### src/design/cnls_pkg.sv
// types, codes and constants shared by the numeric literal scanner
// used by cnls_step and c_numeric_literal_scanner_core; no dependencies
`timescale 1ns / 1ps
`default_nettype none

package cnls_pkg;

  // default fraction digit limit
  localparam int unsigned MaxFracDigitsDef = 19;

  localparam int unsigned AccumW     = 64;
  localparam int unsigned FracCountW = 5;
  localparam int unsigned SeenW      = 2;

  // character codes
  localparam logic [7:0] ChZero  = 8'd48;
  localparam logic [7:0] ChNine  = 8'd57;
  localparam logic [7:0] ChSeven = 8'd55;
  localparam logic [7:0] ChDot   = 8'd46;
  localparam logic [7:0] ChUpA   = 8'd65;
  localparam logic [7:0] ChUpZ   = 8'd90;
  localparam logic [7:0] ChLoA   = 8'd97;
  localparam logic [7:0] ChLoF   = 8'd102;
  localparam logic [7:0] ChLoL   = 8'd108;
  localparam logic [7:0] ChLoU   = 8'd117;
  localparam logic [7:0] ChLoX   = 8'd120;
  localparam logic [7:0] CaseGap = 8'd32;

  typedef enum logic [6:0] {
    PH_IDLE   = 7'b0000001,
    PH_ZERO   = 7'b0000010,
    PH_HEX    = 7'b0000100,
    PH_OCT    = 7'b0001000,
    PH_DEC    = 7'b0010000,
    PH_FRAC   = 7'b0100000,
    PH_SUFFIX = 7'b1000000
  } phase_e;

  typedef enum logic [2:0] {
    KIND_INT     = 3'd0,
    KIND_UINT    = 3'd1,
    KIND_LONG    = 3'd2,
    KIND_ULONG   = 3'd3,
    KIND_DOUBLE  = 3'd4,
    KIND_FLOAT   = 3'd5,
    KIND_LDOUBLE = 3'd6
  } kind_e;

  typedef enum logic [1:0] {
    ERR_NONE       = 2'd0,
    ERR_BAD_SUFFIX = 2'd1,
    ERR_UNTERM     = 2'd2
  } err_e;

  typedef struct packed {
    phase_e                phase;
    logic [AccumW-1:0]     accum;
    logic [AccumW-1:0]     frac_accum;
    logic [FracCountW-1:0] frac_count;
    logic [SeenW-1:0]      u_seen;
    logic [SeenW-1:0]      l_seen;
  } scan_state_t;

  typedef struct packed {
    kind_e                 kind;
    logic [AccumW-1:0]     int_part;
    logic [AccumW-1:0]     frac_value;
    logic [FracCountW-1:0] frac_digits;
    err_e                  error;
    logic                  took_char;
  } scan_result_t;

endpackage

`default_nettype wire

### src/design/c_numeric_literal_scanner_core.sv
// top level of the C numeric literal scanner: stream ports, input and result registers
// depends on cnls_pkg and cnls_step
`timescale 1ns / 1ps
`default_nettype none

// Scans C integer and real literals from a byte stream, one source character per
// request. Each accepted request is one byte (tdata) plus an end-of-text flag
// (tuser) meaning "no byte, the text ends here". When a literal closes, one result
// request comes out with its kind, 64-bit integer part, fraction numerator and
// digit count, error code and whether the closing byte was part of the literal.
// Throughput is one character per clock while no closing character waits on a full
// result slot: the whole per-character step (a times-ten add for the integer and the
// fraction, suffix counting, kind choice) is one layer of logic between the input
// register and the state/result registers, so the scan state loops back directly.
// An accepted character waits in the input register and the result it closes in
// the result register. The input side keeps taking characters while a result waits
// on the output as long as the held character does not close another literal.

module c_numeric_literal_scanner_core #(
  parameter int unsigned MaxFracDigits = cnls_pkg::MaxFracDigitsDef
) (
  input  logic         clk_i,
  input  logic         rst_ni,
  // input characters
  input  logic         s_axis_tvalid_i,
  output logic         s_axis_tready_o,
  input  logic [7:0]   s_axis_tdata_i,   // [7:0] ch
  input  logic         s_axis_tuser_i,   // [0] end_of_text
  // literal results
  output logic         m_axis_tvalid_o,
  input  logic         m_axis_tready_i,
  // [63:0] int_part, [127:64] frac_value, [132:128] frac_digits,
  // [134:133] error, [135] took_char
  output logic [135:0] m_axis_tdata_o,
  output logic [2:0]   m_axis_tuser_o    // [2:0] kind
);

  // input register
  logic       in_valid_q, in_valid_d;
  logic [7:0] in_ch_q;
  logic       in_eot_q;

  // scan state
  cnls_pkg::scan_state_t state_q, state_d;

  // result register
  logic                   out_valid_q, out_valid_d;
  cnls_pkg::scan_result_t out_res_q;

  logic                   step_valid;
  cnls_pkg::scan_result_t step_res;
  logic                   out_free;
  logic                   advance;

  cnls_step #(
    .MaxFracDigits(MaxFracDigits)
  ) u_step (
    .state_i    (state_q),
    .ch_i       (in_ch_q),
    .eot_i      (in_eot_q),
    .state_o    (state_d),
    .res_valid_o(step_valid),
    .res_o      (step_res)
  );

  // the held character moves on unless it closes a literal and the result slot is full
  assign out_free        = !out_valid_q || m_axis_tready_i;
  assign advance         = in_valid_q && (!step_valid || out_free);
  assign s_axis_tready_o = !in_valid_q || advance;

  always_comb begin
    in_valid_d = in_valid_q;
    if (s_axis_tready_o) in_valid_d = s_axis_tvalid_i;
    out_valid_d = out_valid_q;
    if (advance && step_valid) begin
      out_valid_d = 1'b1;
    end else if (m_axis_tready_i) begin
      out_valid_d = 1'b0;
    end
  end

  always_ff @(posedge clk_i or negedge rst_ni) begin
    if (!rst_ni) begin
      in_valid_q       <= 1'b0;
      out_valid_q      <= 1'b0;
      state_q.phase      <= cnls_pkg::PH_IDLE;
      state_q.accum      <= '0;
      state_q.frac_accum <= '0;
      state_q.frac_count <= '0;
      state_q.u_seen     <= '0;
      state_q.l_seen     <= '0;
    end else begin
      in_valid_q  <= in_valid_d;
      out_valid_q <= out_valid_d;
      if (advance) state_q <= state_d;
    end
  end

  // payload registers
  always_ff @(posedge clk_i) begin
    if (s_axis_tvalid_i && s_axis_tready_o) begin
      in_ch_q  <= s_axis_tdata_i;
      in_eot_q <= s_axis_tuser_i;
    end
    if (advance && step_valid) out_res_q <= step_res;
  end

  assign m_axis_tvalid_o = out_valid_q;
  assign m_axis_tuser_o  = out_res_q.kind;
  assign m_axis_tdata_o  = {out_res_q.took_char, out_res_q.error, out_res_q.frac_digits,
                            out_res_q.frac_value, out_res_q.int_part};

endmodule

`default_nettype wire

### src/design/cnls_step.sv
// next-state and result logic for one character of the literal scanner
// depends on cnls_pkg
`timescale 1ns / 1ps
`default_nettype none

module cnls_step #(
  parameter int unsigned MaxFracDigits = cnls_pkg::MaxFracDigitsDef
) (
  input  cnls_pkg::scan_state_t  state_i,
  input  logic [7:0]             ch_i,
  input  logic                   eot_i,
  output cnls_pkg::scan_state_t  state_o,
  output logic                   res_valid_o,
  output cnls_pkg::scan_result_t res_o
);

  logic [7:0]  lc;
  logic        is_dig;
  logic        is_oct;
  logic        is_hexl;
  logic        is_u;
  logic        is_l;
  logic [3:0]  dig;
  logic [3:0]  hex_val;
  logic [63:0] acc10;
  logic [63:0] frac10;
  logic [63:0] acc16_dig;
  logic [63:0] acc16_hex;
  logic [63:0] acc8;
  logic        do_oct;
  logic        do_suffix;
  logic        end_wide;

  always_comb begin
    lc = ((ch_i >= cnls_pkg::ChUpA) && (ch_i <= cnls_pkg::ChUpZ)) ?
         ch_i + cnls_pkg::CaseGap : ch_i;
    is_dig  = !eot_i && (ch_i >= cnls_pkg::ChZero) && (ch_i <= cnls_pkg::ChNine);
    is_oct  = !eot_i && (ch_i >= cnls_pkg::ChZero) && (ch_i <= cnls_pkg::ChSeven);
    is_hexl = !eot_i && (lc >= cnls_pkg::ChLoA) && (lc <= cnls_pkg::ChLoF);
    is_u    = !eot_i && (lc == cnls_pkg::ChLoU);
    is_l    = !eot_i && (lc == cnls_pkg::ChLoL);
    dig     = ch_i[3:0];
    // 'a'..'f' have low nibble 1..6
    hex_val = lc[3:0] + 4'd9;
  end

  // times ten as two shifts and one add
  assign acc10 = {state_i.accum[60:0], 3'b000} + {state_i.accum[62:0], 1'b0}
                 + {60'd0, dig};
  assign frac10 = {state_i.frac_accum[60:0], 3'b000}
                  + {state_i.frac_accum[62:0], 1'b0} + {60'd0, dig};
  assign acc16_dig = {state_i.accum[59:0], dig};
  assign acc16_hex = {state_i.accum[59:0], hex_val};
  assign acc8      = {state_i.accum[60:0], dig[2:0]};

  always_comb begin
    state_o     = state_i;
    res_valid_o = 1'b0;
    res_o.kind        = cnls_pkg::KIND_INT;
    res_o.int_part    = state_i.accum;
    res_o.frac_value  = '0;
    res_o.frac_digits = '0;
    res_o.error       = cnls_pkg::ERR_NONE;
    res_o.took_char   = 1'b0;
    do_oct    = 1'b0;
    do_suffix = 1'b0;
    end_wide  = 1'b0;

    case (state_i.phase)
      cnls_pkg::PH_ZERO: begin
        if (!eot_i && (lc == cnls_pkg::ChLoX)) begin
          state_o.phase = cnls_pkg::PH_HEX;
        end else begin
          do_oct = 1'b1;
        end
      end
      cnls_pkg::PH_HEX: begin
        if (is_dig) begin
          state_o.accum = acc16_dig;
        end else if (is_hexl) begin
          state_o.accum = acc16_hex;
        end else begin
          end_wide = 1'b1;
        end
      end
      cnls_pkg::PH_OCT: begin
        do_oct = 1'b1;
      end
      cnls_pkg::PH_DEC: begin
        if (is_dig) begin
          state_o.accum = acc10;
        end else if (!eot_i && (ch_i == cnls_pkg::ChDot)) begin
          state_o.phase = cnls_pkg::PH_FRAC;
        end else begin
          do_suffix = 1'b1;
        end
      end
      cnls_pkg::PH_FRAC: begin
        res_o.frac_value  = state_i.frac_accum;
        res_o.frac_digits = state_i.frac_count;
        if (eot_i) begin
          res_valid_o = 1'b1;
          res_o.kind  = cnls_pkg::KIND_DOUBLE;
          res_o.error = cnls_pkg::ERR_UNTERM;
        end else if (is_dig) begin
          // extra digits are dropped
          if (state_i.frac_count < cnls_pkg::FracCountW'(MaxFracDigits)) begin
            state_o.frac_accum = frac10;
            state_o.frac_count = state_i.frac_count + 1'b1;
          end
        end else if (is_l) begin
          res_valid_o     = 1'b1;
          res_o.kind      = cnls_pkg::KIND_LDOUBLE;
          res_o.took_char = 1'b1;
        end else if (lc == cnls_pkg::ChLoF) begin
          res_valid_o     = 1'b1;
          res_o.kind      = cnls_pkg::KIND_FLOAT;
          res_o.took_char = 1'b1;
        end else begin
          res_valid_o = 1'b1;
          res_o.kind  = cnls_pkg::KIND_DOUBLE;
        end
      end
      cnls_pkg::PH_SUFFIX: begin
        do_suffix = 1'b1;
      end
      default: begin
        state_o.phase = cnls_pkg::PH_IDLE;
      end
    endcase

    // octal digits, a zero value falling into the suffix run, or a nonzero value closing
    if (do_oct) begin
      state_o.phase = cnls_pkg::PH_OCT;
      if (is_oct) begin
        state_o.accum = acc8;
      end else if (state_i.accum == '0) begin
        do_suffix = 1'b1;
      end else begin
        end_wide = 1'b1;
      end
    end

    if (do_suffix) begin
      state_o.phase = cnls_pkg::PH_SUFFIX;
      if (is_u) begin
        if (state_i.u_seen != 2'd3) state_o.u_seen = state_i.u_seen + 1'b1;
      end else if (is_l) begin
        if (state_i.l_seen != 2'd3) state_o.l_seen = state_i.l_seen + 1'b1;
      end else begin
        res_valid_o = 1'b1;
        if ((state_i.u_seen > 2'd1) || (state_i.l_seen > 2'd2)) begin
          res_o.error = cnls_pkg::ERR_BAD_SUFFIX;
        end else if (state_i.u_seen != '0) begin
          res_o.kind = (state_i.l_seen != '0) ? cnls_pkg::KIND_ULONG : cnls_pkg::KIND_UINT;
        end else begin
          res_o.kind = (state_i.l_seen != '0) ? cnls_pkg::KIND_LONG : cnls_pkg::KIND_INT;
        end
      end
    end

    // long when positive as signed 64-bit and above the 32-bit int range
    if (end_wide) begin
      res_valid_o = 1'b1;
      res_o.kind  = (!state_i.accum[63] && (|state_i.accum[62:31])) ?
                    cnls_pkg::KIND_LONG : cnls_pkg::KIND_INT;
    end

    if (res_valid_o) begin
      state_o.phase = cnls_pkg::PH_IDLE;
    end

    // a digit in idle, or an unconsumed ending digit, opens a literal
    if ((state_o.phase == cnls_pkg::PH_IDLE) && !res_o.took_char && is_dig) begin
      state_o.phase      = (ch_i == cnls_pkg::ChZero) ? cnls_pkg::PH_ZERO : cnls_pkg::PH_DEC;
      state_o.accum      = {60'd0, dig};
      state_o.frac_accum = '0;
      state_o.frac_count = '0;
      state_o.u_seen     = '0;
      state_o.l_seen     = '0;
    end
  end

endmodule

`default_nettype wire

### config.mk
export PLATFORM = sky130hd
export DESIGN_NAME = c_numeric_literal_scanner_core
export DESIGN_NICKNAME = d
export VERILOG_FILES = /design/src/design/cnls_pkg.sv /design/src/design/c_numeric_literal_scanner_core.sv /design/src/design/cnls_step.sv
export SDC_FILE = /design/constraint.sdc
export NUM_CORES = 1
export LEC_CHECK = 0
export BUFFER_PORTS_ARGS = -buffer_cell sky130_fd_sc_hd__buf_2
export CAP_MARGIN = 20
export CORE_ASPECT_RATIO = 1.1
export CORE_UTILIZATION = 65
export DETAILED_ROUTE_END_ITERATION = 12
export PLACE_DENSITY = 0.85
export SLEW_MARGIN = 20
export SYNTH_ARGS = -nofsm -noshare
export SYNTH_HDL_FRONTEND = slang
export SYNTH_SLANG_ARGS = --single-unit
### constraint.sdc
create_clock -name clk_i -period 18.42 [get_ports clk_i]
set_input_delay 2.763 -clock clk_i [delete_from_list [all_inputs] [get_ports clk_i]]
set_output_delay 2.763 -clock clk_i [all_outputs]
set_load 0.05 [all_outputs]
==> impl_metrics.toml <==
[yosys]
synth-edff-count = 148
ys_ff_latch = 294
synth_nets = 2564
synth_area_per_cell_sq_um = 9.383
yosysSeqAreaShare_pct = 37.71
ys_warn_count = 0
synthDistinctLibCells = 87
synth_flop_cell = "edfxtp_1"
synthCells = 2289
async_flop_share_pct = 49.66
synthesis.area_sq_um = 21480

[grt]
grt_max_degree = 83
grt_pass1_vias = 18370
grt_pass1_wl_um = 93780
grt_usage_pct = 34.33
overflow = 0
antenna_found_initial = 3

[placement]
io_buffers = 153
place_hpwl_um = 39820
post-place-ws_ns = 11.98
dp_cells = 2754
gp_congestion = 0.9688

[routing]
num_vias = 18830
drc_errors = 0
wirelength_um = 58010
first_pass_iters = 8
drtAntennaViolNets = 0
drt-vias-per-instance = 6.699
dr.first_iter.drc_count = 1766
wl_per_cell_um = 20.64

[power]
internal-power_mw = 1.181
p_leak_nw = 10.98
power_frac_seq_pct = 46.1
clkPwrFrac_pct = 46.0
power_density_nw_per_um2 = 65.80
p_total_mw = 1.550
p_switching_mw = 0.3687
combPwrFrac_pct = 7.9
swShare_pct = 23.79
vdd_drop_max_uv = 74.65

[sta]
setup_viol = 0
finClkSkew_ns = 0.01166
worst_pin_slew_ns = 1.013
hold_violations = 0
max_freq_ghz = 0.1454
slew_viol_final = 0
slew_headroom_pct = 32.47
whs_ns = 0.4875
min_period_over_period_pct = 37.33
rsz0062_at_grt = "no"
setup_tns_ns = 0
setup_ws_ns = 11.54
post-route-min-period_ns = 6.875

[clocking]
cts_resized = 0
post_cts_buffers = 0
clkLatencyLatePin_ns = 0.59
numCtsBuffers = 31
max-clock-path-buffers = 3
htreeDepth = 1
root_buffer = "clkbuf_16"
cts_sinks = 294
clkTransAtPathRegs_ns = 0.06
cts_hold_buf = 0
cts_tree = "yes"

[final_layout]
fin_cells = 2811
drive_above_1_share_pct = 10.78
syn2layout_area_growth_pct = 9.694
finalNetCount = 2636
antenna_cells = 0

[status]
status = "finished clean"

[worst_setup_path]
crit_path_max_fanout = 11
crit_type = "flop to output port"
timing.rr.start = "in_ch_q[1]$_DFFE_PP_"
regToRegSetupSlack_ns = 12.89
endpoint_kind = "output port"
start_kind = "flop"
crit_start = "in_ch_q[1]$_DFFE_PP_"
arrival_ns = 4.11
crit_required_ns = 15.66
r2r-end = "state_q[69]$_DFFE_PN0P_"
ff2ff_path_depth = 15

[worst_hold_path]
holdPathStages = 2
hold_path_end = "state_q[72]$_DFFE_PN0P_"
min_from = "state_q[72]$_DFFE_PN0P_"
hp-class = "flop to flop"

[floorplan]
fp.dieW_um = 175.3
core-area_sq_um = 32370
row_count = 69
die_y_um = 192.7
dieArea_sq_um = 33780
start_util_pct = 66.34
io_pins = 154

[job]
max-cap-violations = 0
-- flip-flops by register name, indices dropped and copies added (netlist names) --
register         count
m_axis_tvalid_o      1
m_axis_tdata_o     136
in_ch_q              8
in_valid_q           1
state_q            144
in_eot_q             1
m_axis_tuser_o       3
-- kinds of logic (layout without fill, tap and decap cells) --
family	count (synthesis)	count (layout)	synth area share (%)
AOI/OAI and AO/OA	749	749	22.82
and+or+nand+nor	682	682	15.57
adders and majority gates	262	262	15.40
DFF	294	294	37.71
xor gates and xnor gates	119	119	4.853
muxes	4	4	0.2447
buffers and inverters	179	275	3.408
-- metrics by stage --
stage          utilization [%]  instance area, sq um
2_1_floorplan                -                 21480
3_3_place_gp             69.23                 22410
3_5_place_dp             69.23                 22410
4_1_cts                  72.77                 23560
5_1_grt                  72.77                 23560
6_report                 72.77                 23560
-- how the worst max path moves through the flow --
| stage | to |
|---|---|
| 2_1_floorplan | m_axis_tvalid_o$_DFFE_PN0P_ |
| 3_3_place_gp | s_axis_tready_o |
| 3_5_place_dp | s_axis_tready_o |
| 4_1_cts | s_axis_tready_o |
| 5_1_grt | s_axis_tready_o |
| 6_report | s_axis_tready_o |
-- cells in the mapped netlist, drive strengths merged, types with 14 or more instances --
library cell  number  share of area [%]
buf               28               0.77
dfrtp            145                 17
nand2            244                4.3
nor3              39               0.91
inv               49               0.86
a222oi            16               0.75
xor2              54                2.2
clkbuf           102                1.8
a21o              91                3.2
o21ai            217                5.1
ha               258                 15
nand3             44                1.0
nor2             119                2.2
and2              73                2.1
edfxtp           148                 21
a31oi             20               0.58
nor2b             25               0.73
o21a              15               0.52
o21bai            18               0.63
a21oi            175                4.1
o2111ai           20               0.82
xnor2             65                2.7
nand4             46                1.3
nand2b            23               0.67
a211oi            14               0.51
nor4              17               0.50
o31ai             21               0.76
a221oi            40                1.7
-- layout make-up --
class / count / area, sq um
clock inverter: 14 / 274.0
fill: 2350 / 8815
multi-input combinational: 1816 / 12710
clock buffer: 43 / 872.1
inverter: 49 / 183.9
tap: 426 / 533.0
sequential: 294 / 8099
timing repair buffer: 169 / 892.1
-- critical path, cell delays in order, from the launching register on --
cell and delay (ns):
edfxtp_1 0.55, inv_1 0.18, ha_1 0.20, nor4b_4 0.30, a31o_2 0.22, o2111ai_1 0.14, a221oi_1 0.42, o21ai_1 0.32
a221oi_4 0.61, a21oi_1 0.20, inv_1 0.10, buf_2 0.27
-- placed cells by master (no fill, tap or decap), types with 15 or more instances in the layout --
cell type,n
a21o_1,91
a21oi_1,173
a221oi_1,38
a222oi_1,16
a31oi_1,19
and2_1,73
buf_2,152
buf_4,16
clkbuf_16,32
dfrtp_1,145
edfxtp_1,148
ha_1,258
inv_1,49
nand2_1,243
nand2b_1,23
nand3_1,43
nand4_1,46
nor2_1,114
nor2b_1,25
nor3_1,39
nor4_1,17
o2111ai_1,20
o21a_1,15
o21ai_0,181
o21ai_1,36
o21bai_1,18
o31ai_1,20
xnor2_1,65
xor2_1,54
-- power by group through the flow --
stage / clock network (mW) / registers (mW) / logic (mW)
6_report: 0.713 / 0.715 / 0.122
5_1_grt: 0.738 / 0.716 / 0.135
4_1_cts: 0.717 / 0.715 / 0.121
3_5_place_dp: 0 / 0.728 / 0.118
3_3_place_gp: 0 / 0.727 / 0.115
2_1_floorplan: 0 / 0.723 / 0.0850
-- layer usage --
metal / share of wire [%] / GRT usage [%] / up-vias / wire (um)
li1: - / - / 8740 / -
met1: 40 / 42.10 / 9043 / 23250
met2: 48 / 58.52 / 843 / 28020
met3: 6.8 / 5.654 / 199 / 3963
met4: 4.7 / 17.59 / 6 / 2742
met5: 0.059 / 0 / - / 34
No activity file was read; power rests on OpenSTA's default activity.
